[src/hdl/lpg_pkg.sv]
package lpg_pkg;

  // Default widths of the sample and state formats
  localparam int SAMPLE_WIDTH_DEF = 16;
  localparam int STATE_WIDTH_DEF  = 24;

  // Fraction bits of the Q.15 coefficients and gains
  localparam int FRAC = 15;

  // Signed operand width of gains and coefficients at the multiplier
  localparam int GAIN_W = 18;

  localparam int LEVEL_W = 16;
  localparam int QUOT_W  = 16;

  localparam logic [LEVEL_W-1:0] LEVEL_ONE = 16'h8000;  // 1.0
  localparam logic [LEVEL_W-1:0] TENTH_Q15 = 16'd3277;  // 0.1
  localparam logic [LEVEL_W-1:0] HALF_Q15  = 16'd16384; // 0.5

  localparam logic [14:0] HP_COEFF_RST = 15'd32440;

  localparam int CFG_AW = 4;
  localparam int CFG_DW = 32;

  typedef enum logic [1:0] {
    REG_FILTER_EN  = 2'd0,
    REG_HP_EN      = 2'd1,
    REG_HP_COEFF   = 2'd2,
    REG_VOL_OFFSET = 2'd3
  } reg_idx_t;

  // Per-cycle command to the shared multiply / round / saturate unit
  typedef struct packed {
    logic mul_en;  // register a * b
    logic acc_en;  // register sat(addend + rnd(product >> 15))
  } mac_ctrl_t;

endpackage

[src/hdl/lpg_div.sv]
// Restoring divider for the filter-mode gain:
// quot = round_half_up(level * 2^15 / (0.1 + level)), one quotient bit a cycle.
module lpg_div
  import lpg_pkg::*;
(
  input  logic               clk,
  input  logic               rst_n,
  input  logic               start,
  input  logic [LEVEL_W-1:0] level,
  output logic               done,
  output logic [QUOT_W-1:0]  quot
);

  localparam int NUM_W = LEVEL_W + FRAC;
  localparam int CNT_W = $clog2(QUOT_W);

  logic [LEVEL_W-1:0] den_init;
  logic [NUM_W-1:0]   num_init;
  logic [LEVEL_W-1:0] den_r;
  logic [LEVEL_W-1:0] rem_r;
  logic [QUOT_W-1:0]  sh_r;
  logic [CNT_W-1:0]   cnt_r;
  logic               run_r;
  logic               done_r;
  logic [LEVEL_W:0]   trial;
  logic [LEVEL_W:0]   diff;
  logic               ge;

  assign den_init = TENTH_Q15 + level;
  // level << 15 plus half the divisor gives round half up
  assign num_init = {level, {FRAC{1'b0}}} + NUM_W'(den_init >> 1);

  assign trial = {rem_r, sh_r[QUOT_W-1]};
  assign ge    = trial >= {1'b0, den_r};
  assign diff  = trial - {1'b0, den_r};

  always_ff @(posedge clk) begin
    if (!rst_n) begin
      run_r  <= 1'b0;
      done_r <= 1'b0;
      cnt_r  <= '0;
    end else begin
      done_r <= !start && run_r && (cnt_r == CNT_W'(QUOT_W - 1));
      if (start) begin
        run_r <= 1'b1;
        cnt_r <= '0;
      end else if (run_r) begin
        cnt_r <= cnt_r + 1'b1;
        if (cnt_r == CNT_W'(QUOT_W - 1)) begin
          run_r <= 1'b0;
        end
      end
    end
  end

  always_ff @(posedge clk) begin
    if (start) begin
      den_r <= den_init;
      // high part is below the divisor, so QUOT_W steps suffice
      rem_r <= LEVEL_W'(num_init[NUM_W-1:QUOT_W]);
      sh_r  <= num_init[QUOT_W-1:0];
    end else if (run_r) begin
      rem_r <= ge ? diff[LEVEL_W-1:0] : trial[LEVEL_W-1:0];
      sh_r  <= {sh_r[QUOT_W-2:0], ge};
    end
  end

  assign done = done_r;
  assign quot = sh_r;

endmodule

[src/hdl/lpg_mac.sv]
// Shared multiplier with a registered product, then round half up by 2^15,
// add and saturate to the state width.
module lpg_mac
  import lpg_pkg::*;
#(
  parameter int STATE_WIDTH = STATE_WIDTH_DEF
) (
  input  logic                          clk,
  input  mac_ctrl_t                     ctrl,
  input  logic signed [STATE_WIDTH:0]   a,
  input  logic signed [GAIN_W-1:0]      b,
  input  logic signed [STATE_WIDTH:0]   addend,
  output logic signed [STATE_WIDTH-1:0] res
);

  localparam int AW   = STATE_WIDTH + 1;
  localparam int PW   = AW + GAIN_W;
  localparam int SHW  = PW - FRAC;
  localparam int SUMW = SHW + 1;

  localparam logic signed [SUMW-1:0] SAT_HI =
    {{(SUMW-STATE_WIDTH+1){1'b0}}, {(STATE_WIDTH-1){1'b1}}};
  localparam logic signed [SUMW-1:0] SAT_LO =
    {{(SUMW-STATE_WIDTH+1){1'b1}}, {(STATE_WIDTH-1){1'b0}}};
  localparam logic signed [PW-1:0] RND = PW'(1) << (FRAC - 1);

  logic signed [PW-1:0]          prod_r;
  logic signed [PW-1:0]          prod_rnd;
  logic signed [SUMW-1:0]        sum;
  logic signed [STATE_WIDTH-1:0] res_r;

  assign prod_rnd = prod_r + RND;
  assign sum = $signed({prod_rnd[PW-1], prod_rnd[PW-1:FRAC]})
             + $signed({{(SUMW-AW){addend[AW-1]}}, addend});

  always_ff @(posedge clk) begin
    if (ctrl.mul_en) begin
      prod_r <= a * b;
    end
    if (ctrl.acc_en) begin
      priority if (sum > SAT_HI) begin
        res_r <= SAT_HI[STATE_WIDTH-1:0];
      end else if (sum < SAT_LO) begin
        res_r <= SAT_LO[STATE_WIDTH-1:0];
      end else begin
        res_r <= sum[STATE_WIDTH-1:0];
      end
    end
  end

  assign res = res_r;

endmodule

[src/hdl/low_pass_gate_step_top.sv]
// Low-pass gate, one audio sample per request.
// Input channel: in_level (unsigned Q1.15, clamped to 1.0) and in_sample_in
// (signed Q1.(SAMPLE_WIDTH-1)), taken when in_valid is high and in_stall low.
// Result channel: out_sample_out, one result per request, offered on
// out_valid and held until a cycle with out_stall low.
// Config: APB-style write/read of filter_enable, highpass_enable,
// highpass_coeff and volume_offset at byte addresses 0, 4, 8, 12; pready is
// tied high. Write only while no request is in flight.
// Timing: the block works on one request at a time and holds in_stall high
// meanwhile. Each request steps through lowpass multiply and accumulate,
// gain multiply and accumulate, highpass multiply and accumulate (only
// with the highpass) and write-back; filter mode runs the bit-serial gain
// divider first. The next request can be taken in the cycle after the
// result is registered. All products go through one multiplier.
// A result that the receiver stalls sits in the output register; a request
// finishing behind it waits in write-back until the register frees up, and
// a new request can be accepted while a result waits.
// Reset clears both filter memories, the config registers (highpass_coeff
// to 0.99) and all handshake state.
module low_pass_gate_step_top
  import lpg_pkg::*;
#(
  parameter int SAMPLE_WIDTH = SAMPLE_WIDTH_DEF,
  parameter int STATE_WIDTH  = STATE_WIDTH_DEF
) (
  input  logic                           clk,
  input  logic                           rst_n,
  // request channel
  input  logic                           in_valid,
  output logic                           in_stall,
  input  logic [LEVEL_W-1:0]             in_level,
  input  logic signed [SAMPLE_WIDTH-1:0] in_sample_in,
  // result channel
  output logic                           out_valid,
  input  logic                           out_stall,
  output logic signed [SAMPLE_WIDTH-1:0] out_sample_out,
  // config port
  input  logic                           psel,
  input  logic                           penable,
  input  logic                           pwrite,
  input  logic [CFG_AW-1:0]              paddr,
  input  logic [CFG_DW-1:0]              pwdata,
  output logic [CFG_DW-1:0]              prdata,
  output logic                           pready
);

  localparam int AW = STATE_WIDTH + 1;
  // Format conversion: state has STATE_WIDTH-2 fraction bits, samples
  // SAMPLE_WIDTH-1. XR is the up-shift into state, XL the down-shift.
  localparam int XSH = STATE_WIDTH - SAMPLE_WIDTH - 1;
  localparam int XR  = (XSH > 0) ? XSH : 0;
  localparam int XL  = (XSH < 0) ? -XSH : 0;
  localparam int W   = SAMPLE_WIDTH + STATE_WIDTH + 2;

  localparam logic [W-1:0] ONE_W = {{(W-1){1'b0}}, 1'b1};
  localparam logic [W-1:0] RND_L = (ONE_W << XL) >> 1;
  localparam logic [W-1:0] RND_R = (ONE_W << XR) >> 1;
  localparam logic signed [W-1:0] Y_HI =
    {{(W-SAMPLE_WIDTH+1){1'b0}}, {(SAMPLE_WIDTH-1){1'b1}}};
  localparam logic signed [W-1:0] Y_LO =
    {{(W-SAMPLE_WIDTH+1){1'b1}}, {(SAMPLE_WIDTH-1){1'b0}}};

  typedef enum logic [3:0] {
    S_IDLE,
    S_DIV,
    S_LP_MUL,
    S_LP_ACC,
    S_LO_MUL,
    S_LO_ACC,
    S_HI_MUL,
    S_HI_ACC,
    S_WB
  } state_t;

  state_t state_r;

  // config registers
  logic                     filter_en_r;
  logic                     hp_en_r;
  logic [14:0]              hp_coeff_r;
  logic signed [15:0]       vol_offset_r;

  // filter memories
  logic signed [STATE_WIDTH-1:0] lp_mem_r;
  logic signed [STATE_WIDTH-1:0] out_mem_r;

  // per-request working registers
  logic signed [STATE_WIDTH-1:0] x_r;
  logic signed [STATE_WIDTH-1:0] lo_r;
  logic [LEVEL_W:0]              coef_r;
  logic signed [GAIN_W-1:0]      gain_r;

  logic                           out_valid_r;
  logic signed [SAMPLE_WIDTH-1:0] sample_out_r;

  logic               in_acc;
  logic               cfg_wr;
  reg_idx_t           cfg_idx;
  logic [LEVEL_W-1:0] lvl;
  logic               div_done;
  logic [QUOT_W-1:0]  div_quot;
  logic               wb_go;

  logic signed [W-1:0]           xs;
  logic signed [W-1:0]           xw;
  logic signed [W-1:0]           hs;
  logic signed [W-1:0]           yw;
  logic signed [SAMPLE_WIDTH-1:0] y;

  mac_ctrl_t                     mac_ctrl;
  logic signed [AW-1:0]          mac_a;
  logic signed [GAIN_W-1:0]      mac_b;
  logic signed [AW-1:0]          mac_add;
  logic signed [STATE_WIDTH-1:0] mac_res;

  assign in_stall = (state_r != S_IDLE);
  assign in_acc   = in_valid && !in_stall;
  assign cfg_wr   = psel && penable && pwrite && pready;
  assign cfg_idx  = reg_idx_t'(paddr[3:2]);
  assign pready   = 1'b1;

  assign lvl = (in_level > LEVEL_ONE) ? LEVEL_ONE : in_level;

  // sample into state format, rounding half up when narrowing
  assign xs = {{(W-SAMPLE_WIDTH){in_sample_in[SAMPLE_WIDTH-1]}}, in_sample_in};
  assign xw = ((xs <<< XR) + $signed(RND_L)) >>> XL;

  // output value into sample format, then saturate
  assign hs = {{(W-STATE_WIDTH){mac_res[STATE_WIDTH-1]}}, mac_res};
  assign yw = ((hs + $signed(RND_R)) >>> XR) <<< XL;
  always_comb begin
    priority if (yw > Y_HI) begin
      y = Y_HI[SAMPLE_WIDTH-1:0];
    end else if (yw < Y_LO) begin
      y = Y_LO[SAMPLE_WIDTH-1:0];
    end else begin
      y = yw[SAMPLE_WIDTH-1:0];
    end
  end

  assign wb_go = (state_r == S_WB) && (!out_valid_r || !out_stall);

  // operand selection for the shared unit
  always_comb begin
    mac_ctrl = '0;
    mac_a    = '0;
    mac_b    = '0;
    mac_add  = '0;
    unique case (state_r)
      S_LP_MUL: begin
        // coef * (x - prev_lp)
        mac_ctrl.mul_en = 1'b1;
        mac_a = $signed({x_r[STATE_WIDTH-1], x_r})
              - $signed({lp_mem_r[STATE_WIDTH-1], lp_mem_r});
        mac_b = $signed(GAIN_W'(coef_r));
      end
      S_LP_ACC: begin
        mac_ctrl.acc_en = 1'b1;
        mac_add = $signed({lp_mem_r[STATE_WIDTH-1], lp_mem_r});
      end
      S_LO_MUL: begin
        // lp * gain
        mac_ctrl.mul_en = 1'b1;
        mac_a = $signed({mac_res[STATE_WIDTH-1], mac_res});
        mac_b = gain_r;
      end
      S_LO_ACC: begin
        mac_ctrl.acc_en = 1'b1;
      end
      S_HI_MUL: begin
        // highpass feedback * previous output
        mac_ctrl.mul_en = 1'b1;
        mac_a = $signed({out_mem_r[STATE_WIDTH-1], out_mem_r});
        mac_b = $signed(GAIN_W'(hp_coeff_r));
      end
      S_HI_ACC: begin
        mac_ctrl.acc_en = 1'b1;
        mac_add = $signed({lo_r[STATE_WIDTH-1], lo_r})
                - $signed({lp_mem_r[STATE_WIDTH-1], lp_mem_r});
      end
      S_IDLE, S_DIV, S_WB: begin
      end
      default: begin
      end
    endcase
  end

  lpg_div u_div (
    .clk   (clk),
    .rst_n (rst_n),
    .start (in_acc && filter_en_r),
    .level (lvl),
    .done  (div_done),
    .quot  (div_quot)
  );

  lpg_mac #(
    .STATE_WIDTH (STATE_WIDTH)
  ) u_mac (
    .clk    (clk),
    .ctrl   (mac_ctrl),
    .a      (mac_a),
    .b      (mac_b),
    .addend (mac_add),
    .res    (mac_res)
  );

  // sequencer, memories and output register
  always_ff @(posedge clk) begin
    if (!rst_n) begin
      state_r      <= S_IDLE;
      out_valid_r  <= 1'b0;
      lp_mem_r     <= '0;
      out_mem_r    <= '0;
      filter_en_r  <= 1'b0;
      hp_en_r      <= 1'b0;
      hp_coeff_r   <= HP_COEFF_RST;
      vol_offset_r <= '0;
    end else begin
      // a result taken while the next one is written back stays valid
      if (out_valid_r && !out_stall && !wb_go) begin
        out_valid_r <= 1'b0;
      end

      if (cfg_wr) begin
        unique case (cfg_idx)
          REG_FILTER_EN:  filter_en_r  <= pwdata[0];
          REG_HP_EN:      hp_en_r      <= pwdata[0];
          REG_HP_COEFF:   hp_coeff_r   <= pwdata[14:0];
          REG_VOL_OFFSET: vol_offset_r <= $signed(pwdata[15:0]);
          default: begin
          end
        endcase
      end

      unique case (state_r)
        S_IDLE: begin
          if (in_acc) begin
            x_r <= xw[STATE_WIDTH-1:0];
            if (filter_en_r) begin
              coef_r  <= {1'b0, lvl};
              state_r <= S_DIV;
            end else begin
              coef_r  <= {1'b0, HALF_Q15} + (LEVEL_W+1)'(lvl >> 1);
              gain_r  <= $signed(GAIN_W'(lvl));
              state_r <= S_LP_MUL;
            end
          end
        end
        S_DIV: begin
          if (div_done) begin
            gain_r  <= $signed(GAIN_W'(div_quot))
                     + $signed({{(GAIN_W-16){vol_offset_r[15]}}, vol_offset_r});
            state_r <= S_LP_MUL;
          end
        end
        S_LP_MUL: state_r <= S_LP_ACC;
        S_LP_ACC: state_r <= S_LO_MUL;
        S_LO_MUL: state_r <= S_LO_ACC;
        S_LO_ACC: state_r <= hp_en_r ? S_HI_MUL : S_WB;
        S_HI_MUL: begin
          lo_r    <= mac_res;
          state_r <= S_HI_ACC;
        end
        S_HI_ACC: state_r <= S_WB;
        S_WB: begin
          if (wb_go) begin
            lp_mem_r     <= hp_en_r ? lo_r : mac_res;
            out_mem_r    <= mac_res;
            sample_out_r <= y;
            out_valid_r  <= 1'b1;
            state_r      <= S_IDLE;
          end
        end
        default: state_r <= S_IDLE;
      endcase
    end
  end

  always_comb begin
    unique case (cfg_idx)
      REG_FILTER_EN:  prdata = CFG_DW'(filter_en_r);
      REG_HP_EN:      prdata = CFG_DW'(hp_en_r);
      REG_HP_COEFF:   prdata = CFG_DW'(hp_coeff_r);
      REG_VOL_OFFSET: prdata = CFG_DW'($unsigned(vol_offset_r));
      default:        prdata = '0;
    endcase
  end

  assign out_valid      = out_valid_r;
  assign out_sample_out = sample_out_r;

`ifndef SYNTHESIS
  // an accepted request always blocks the next one
  a_busy_after_accept: assert property (@(posedge clk) disable iff (!rst_n)
    in_acc |=> in_stall)
    else $error("request accepted but block not busy");

  // divider finishes only while the sequencer waits for it
  a_div_done_in_div: assert property (@(posedge clk) disable iff (!rst_n)
    div_done |-> (state_r == S_DIV))
    else $error("divider done outside divide phase");

  // gate mode skips the divider
  a_gate_skips_div: assert property (@(posedge clk) disable iff (!rst_n)
    (in_acc && !filter_en_r) |=> (state_r == S_LP_MUL))
    else $error("gate mode request did not go to lowpass multiply");

  // write-back never overwrites a result still waiting on the channel
  a_no_overwrite: assert property (@(posedge clk) disable iff (!rst_n)
    wb_go |-> (!out_valid_r || !out_stall))
    else $error("result overwritten while stalled");
`endif

endmodule
[config.mk]
export PLATFORM = sky130hd
export DESIGN_NAME = low_pass_gate_step_top
export DESIGN_NICKNAME = d
export VERILOG_FILES = /design/src/hdl/lpg_pkg.sv /design/src/hdl/lpg_div.sv /design/src/hdl/lpg_mac.sv /design/src/hdl/low_pass_gate_step_top.sv
export SDC_FILE = /design/constraint.sdc
export NUM_CORES = 2
export LEC_CHECK = 0
export BUFFER_PORTS_ARGS = -buffer_cell sky130_fd_sc_hd__buf_2
export CORE_MARGIN = 3
export CORE_UTILIZATION = 50
export CTS_CLUSTER_DIAMETER = 150
export DETAILED_ROUTE_END_ITERATION = 12
export PLACE_DENSITY = 0.76
export SLEW_MARGIN = 10
export SYNTH_ARGS = -nofsm -noshare
export SYNTH_HDL_FRONTEND = slang
export SYNTH_HIERARCHICAL = 1
export SYNTH_SLANG_ARGS = --single-unit
[constraint.sdc]
create_clock -name clk -period 11.65 [get_ports clk]
set_clock_uncertainty 0.2 [all_clocks]
set_input_delay 1.165 -clock clk [delete_from_list [all_inputs] [get_ports clk]]
set_output_delay 1.165 -clock clk [all_outputs]
set_load 0.01 [all_outputs]
==> flow_summary.toml <==
[run_status]
status = "finished clean"

[global_route]
antenna_found_initial = 0
grt_pass1_wl_um = 140000
grtUsageTotal = 0.244
overflow = 0
grt_pass1_vias = 26965
grt_max_degree = 73

[layout]
antennaDiodeCount = 0
register_area_sq_um = 7570
drive_above_1_share = 0.0757
num-nets-final = 4484
final_cells = 4652
multiInputGateArea_sq_um = 23800
fillCellCount = 6008
syn2layout_area_growth_pct = 6.64
finalInstanceArea_sq_um = 36600

[clock_network]
cts_resized = 0
path_clk_slew_ns = 0.07
hold_buffers = 0
insertion_delay_ns = 0.59
clockBufferDepth = 3
cts_made_buffers = 29
cts_root_buffer = "clkbuf_16"
cts.sinks = 283
cts_setup_buffers = 0
cts_tree = "built"
htreeDepth = 1

[synthesis]
ys.warnings.count = 6
synth_seq_cells = 283
syn_area_per_cell_sq_um = 9.16
yosysUniqueCellTypes = 104
synthFlopType = "edfxtp_1"
syn_area_sq_um = 34400
ys_seq_area_frac = 0.220
synth_cells = 3750
synthAdderAreaFrac = 0.335
synthMuxAreaShare = 0.0240
synth_simple_gate_area_frac = 0.159
synth_top_family_by_area = "adder cells"
synth-xor-area-share = 0.0418
synth-compound-area-share = 0.130
async_flop_share = 0
synth-edff-count = 190

[routing]
drc = 0
via_per_inst = 5.67
ant_nets = 0
routedWlPerCell_um = 18.6
totalWireLength_um = 86500
drt_iter0_markers = 2126
first_pass_iters = 7
via_count = 26394

[place]
gp_congestion = 0.905
place_inst = 4598
dpl-instance-area_sq_um = 35600
io_buffers = 90
dp_hpwl_um = 65000

[setup_path]
cp-end-kind = "flop"
worst_ep_arrival_time_ns = 9.19
cp_slowest_cell = "fa_1"
crit_fanout = 18
max_stage_delay_ns = 0.57
worst-endpoint-required_ns = 11.79
critPathLaunchType = "flop"
crit_type = "flop to flop"
crit_buf_inv = 8
critPathTopFamily = "adder cells"

[power_and_ir_drop]
p_total_mw = 4.83
vdd_ir_drop_max_uv = 115
p_leak_nw = 16.4
p_per_area_nw_per_um2 = 132

[timing]
hold_ws_ns = 0.269
rsz0062_at_grt = "false"
setup-tns-final_ns = 0
min_period_ns = 9.05
slew_headroom = 0.198
hold_violations = 0
setup_viol = 0
worst_slew_pin_slew_ns = 1.20
finalCritPeriodShare = 0.777
drv_slew = 0
fmax_ghz = 0.110

[floorplanning]
core_area_sq_um = 67600
fp-row-count = 95
die-width_um = 268
ioPinCount = 126
dieArea_sq_um = 71900
die_y_um = 268
initial_utilization = 0.508

[flow_run]
maxCapViolCount = 0

[hold_path]
hold_class = "flop to flop"
==> cells by family (layout without fill, tap and decap cells) <==
group / count (synthesis) / after routing
xor+xnor: 163 / 163
fa+ha+maj: 653 / 653
other cells: 2 / 17
buf+inv: 788 / 802
compound gates: 620 / 620
simple gates: 1163 / 1163
mux: 78 / 78
flops: 283 / 283
==> through the flow <==
stage                     setup WS, ns   util
after CTS                         2.71  0.542
after floorplan                   3.54      -
after detailed placement          2.79  0.526
after global routing              2.22  0.542
final                             2.60  0.542
after global placement            2.95  0.526
==> synth_stat cells, types with 39 or more instances <==
master,count,area [sq um]
a21boi_0,50,375
a21o_1,43,323
a21oi_1,106,531
and2_1,179,1120
clkbuf_1,140,526
dfxtp_1,93,1860
edfxtp_1,190,5710
fa_1,444,8890
ha_1,209,2620
inv_1,603,2260
mux2i_1,54,541
nand2_1,549,2060
nand3_1,59,295
nor2_1,163,612
nor2b_1,40,250
nor3_1,48,240
o21ai_0,92,460
o21ai_1,39,195
xnor2_1,94,823
xor2_1,68,596
==> area by class of cell <==
class / instances / area share
multi-input combinational: 2694 / 0.650
inverter: 605 / 0.0620
clock buffer: 37 / 0.0220
timing repair buffer: 143 / 0.0232
sequential: 283 / 0.207
tap: 873 / 0.0298
clock inverter: 17 / 0.00662
==> layer usage <==
layer | vias up | GRT usage | wire, um
met5 | - | 0 | 0
met4 | 0 | 0.0917 | 3510
met1 | 13057 | 0.311 | 34700
met3 | 191 | 0.0351 | 6070
li1 | 12255 | - | -
met2 | 891 | 0.424 | 42300
==> state kept, by name, indices dropped and copies added (netlist names), 4 cells and up <==
| signal | cells |
|---|---|
| coef_r | 16 |
| gain_r | 18 |
| hp_coeff_r | 15 |
| lo_r | 24 |
| lp_mem_r | 24 |
| out_mem_r | 24 |
| out_sample_out | 16 |
| state_r | 4 |
| u_div/cnt_r | 4 |
| u_div/den_r | 16 |
| u_div/quot | 16 |
| u_div/rem_r | 16 |
| u_mac/prod_r | 29 |
| u_mac/res | 24 |
| vol_offset_r | 16 |
| x_r | 16 |
==> cells in the final DEF, fill, tap and decap left out, types with 43 or more instances in the layout <==
cell      instances
inv_1           603
nand2_1         549
fa_1            444
ha_1            209
edfxtp_1        190
and2_1          179
nor2_1          159
a21oi_1         105
xnor2_1          94
dfxtp_1          93
buf_2            90
o21ai_0          83
xor2_1           68
nand3_1          59
mux2i_1          54
buf_4            53
a21boi_0         50
nor3_1           47
o21ai_1          46
a21o_1           43
==> path summary, 6_finish.rpt <==
kind	to	cells past startpoint	slack [ns]	from
hold / removal	out_mem_r[17]	2	0.27	out_mem_r[17]
setup reg to reg	u_mac/prod_r[40]	31	2.60	lp_mem_r[8]
setup / recovery	u_mac/prod_r[40]	31	2.60	lp_mem_r[8]
hold reg to reg	out_mem_r[17]	2	0.27	out_mem_r[17]
==> where the power goes <==
group	switching (mW)	internal, mW
clock	0.433	0.606
sequential	0.0922	1.26
combinational	1.54	0.903
==> worst min-delay path: stages, from the launching register on <==
cell	delay, ns
dfxtp_1	0.31
nand2_1	0.05
a21boi_0	0.06
No activity file was read; power rests on OpenSTA's default activity.
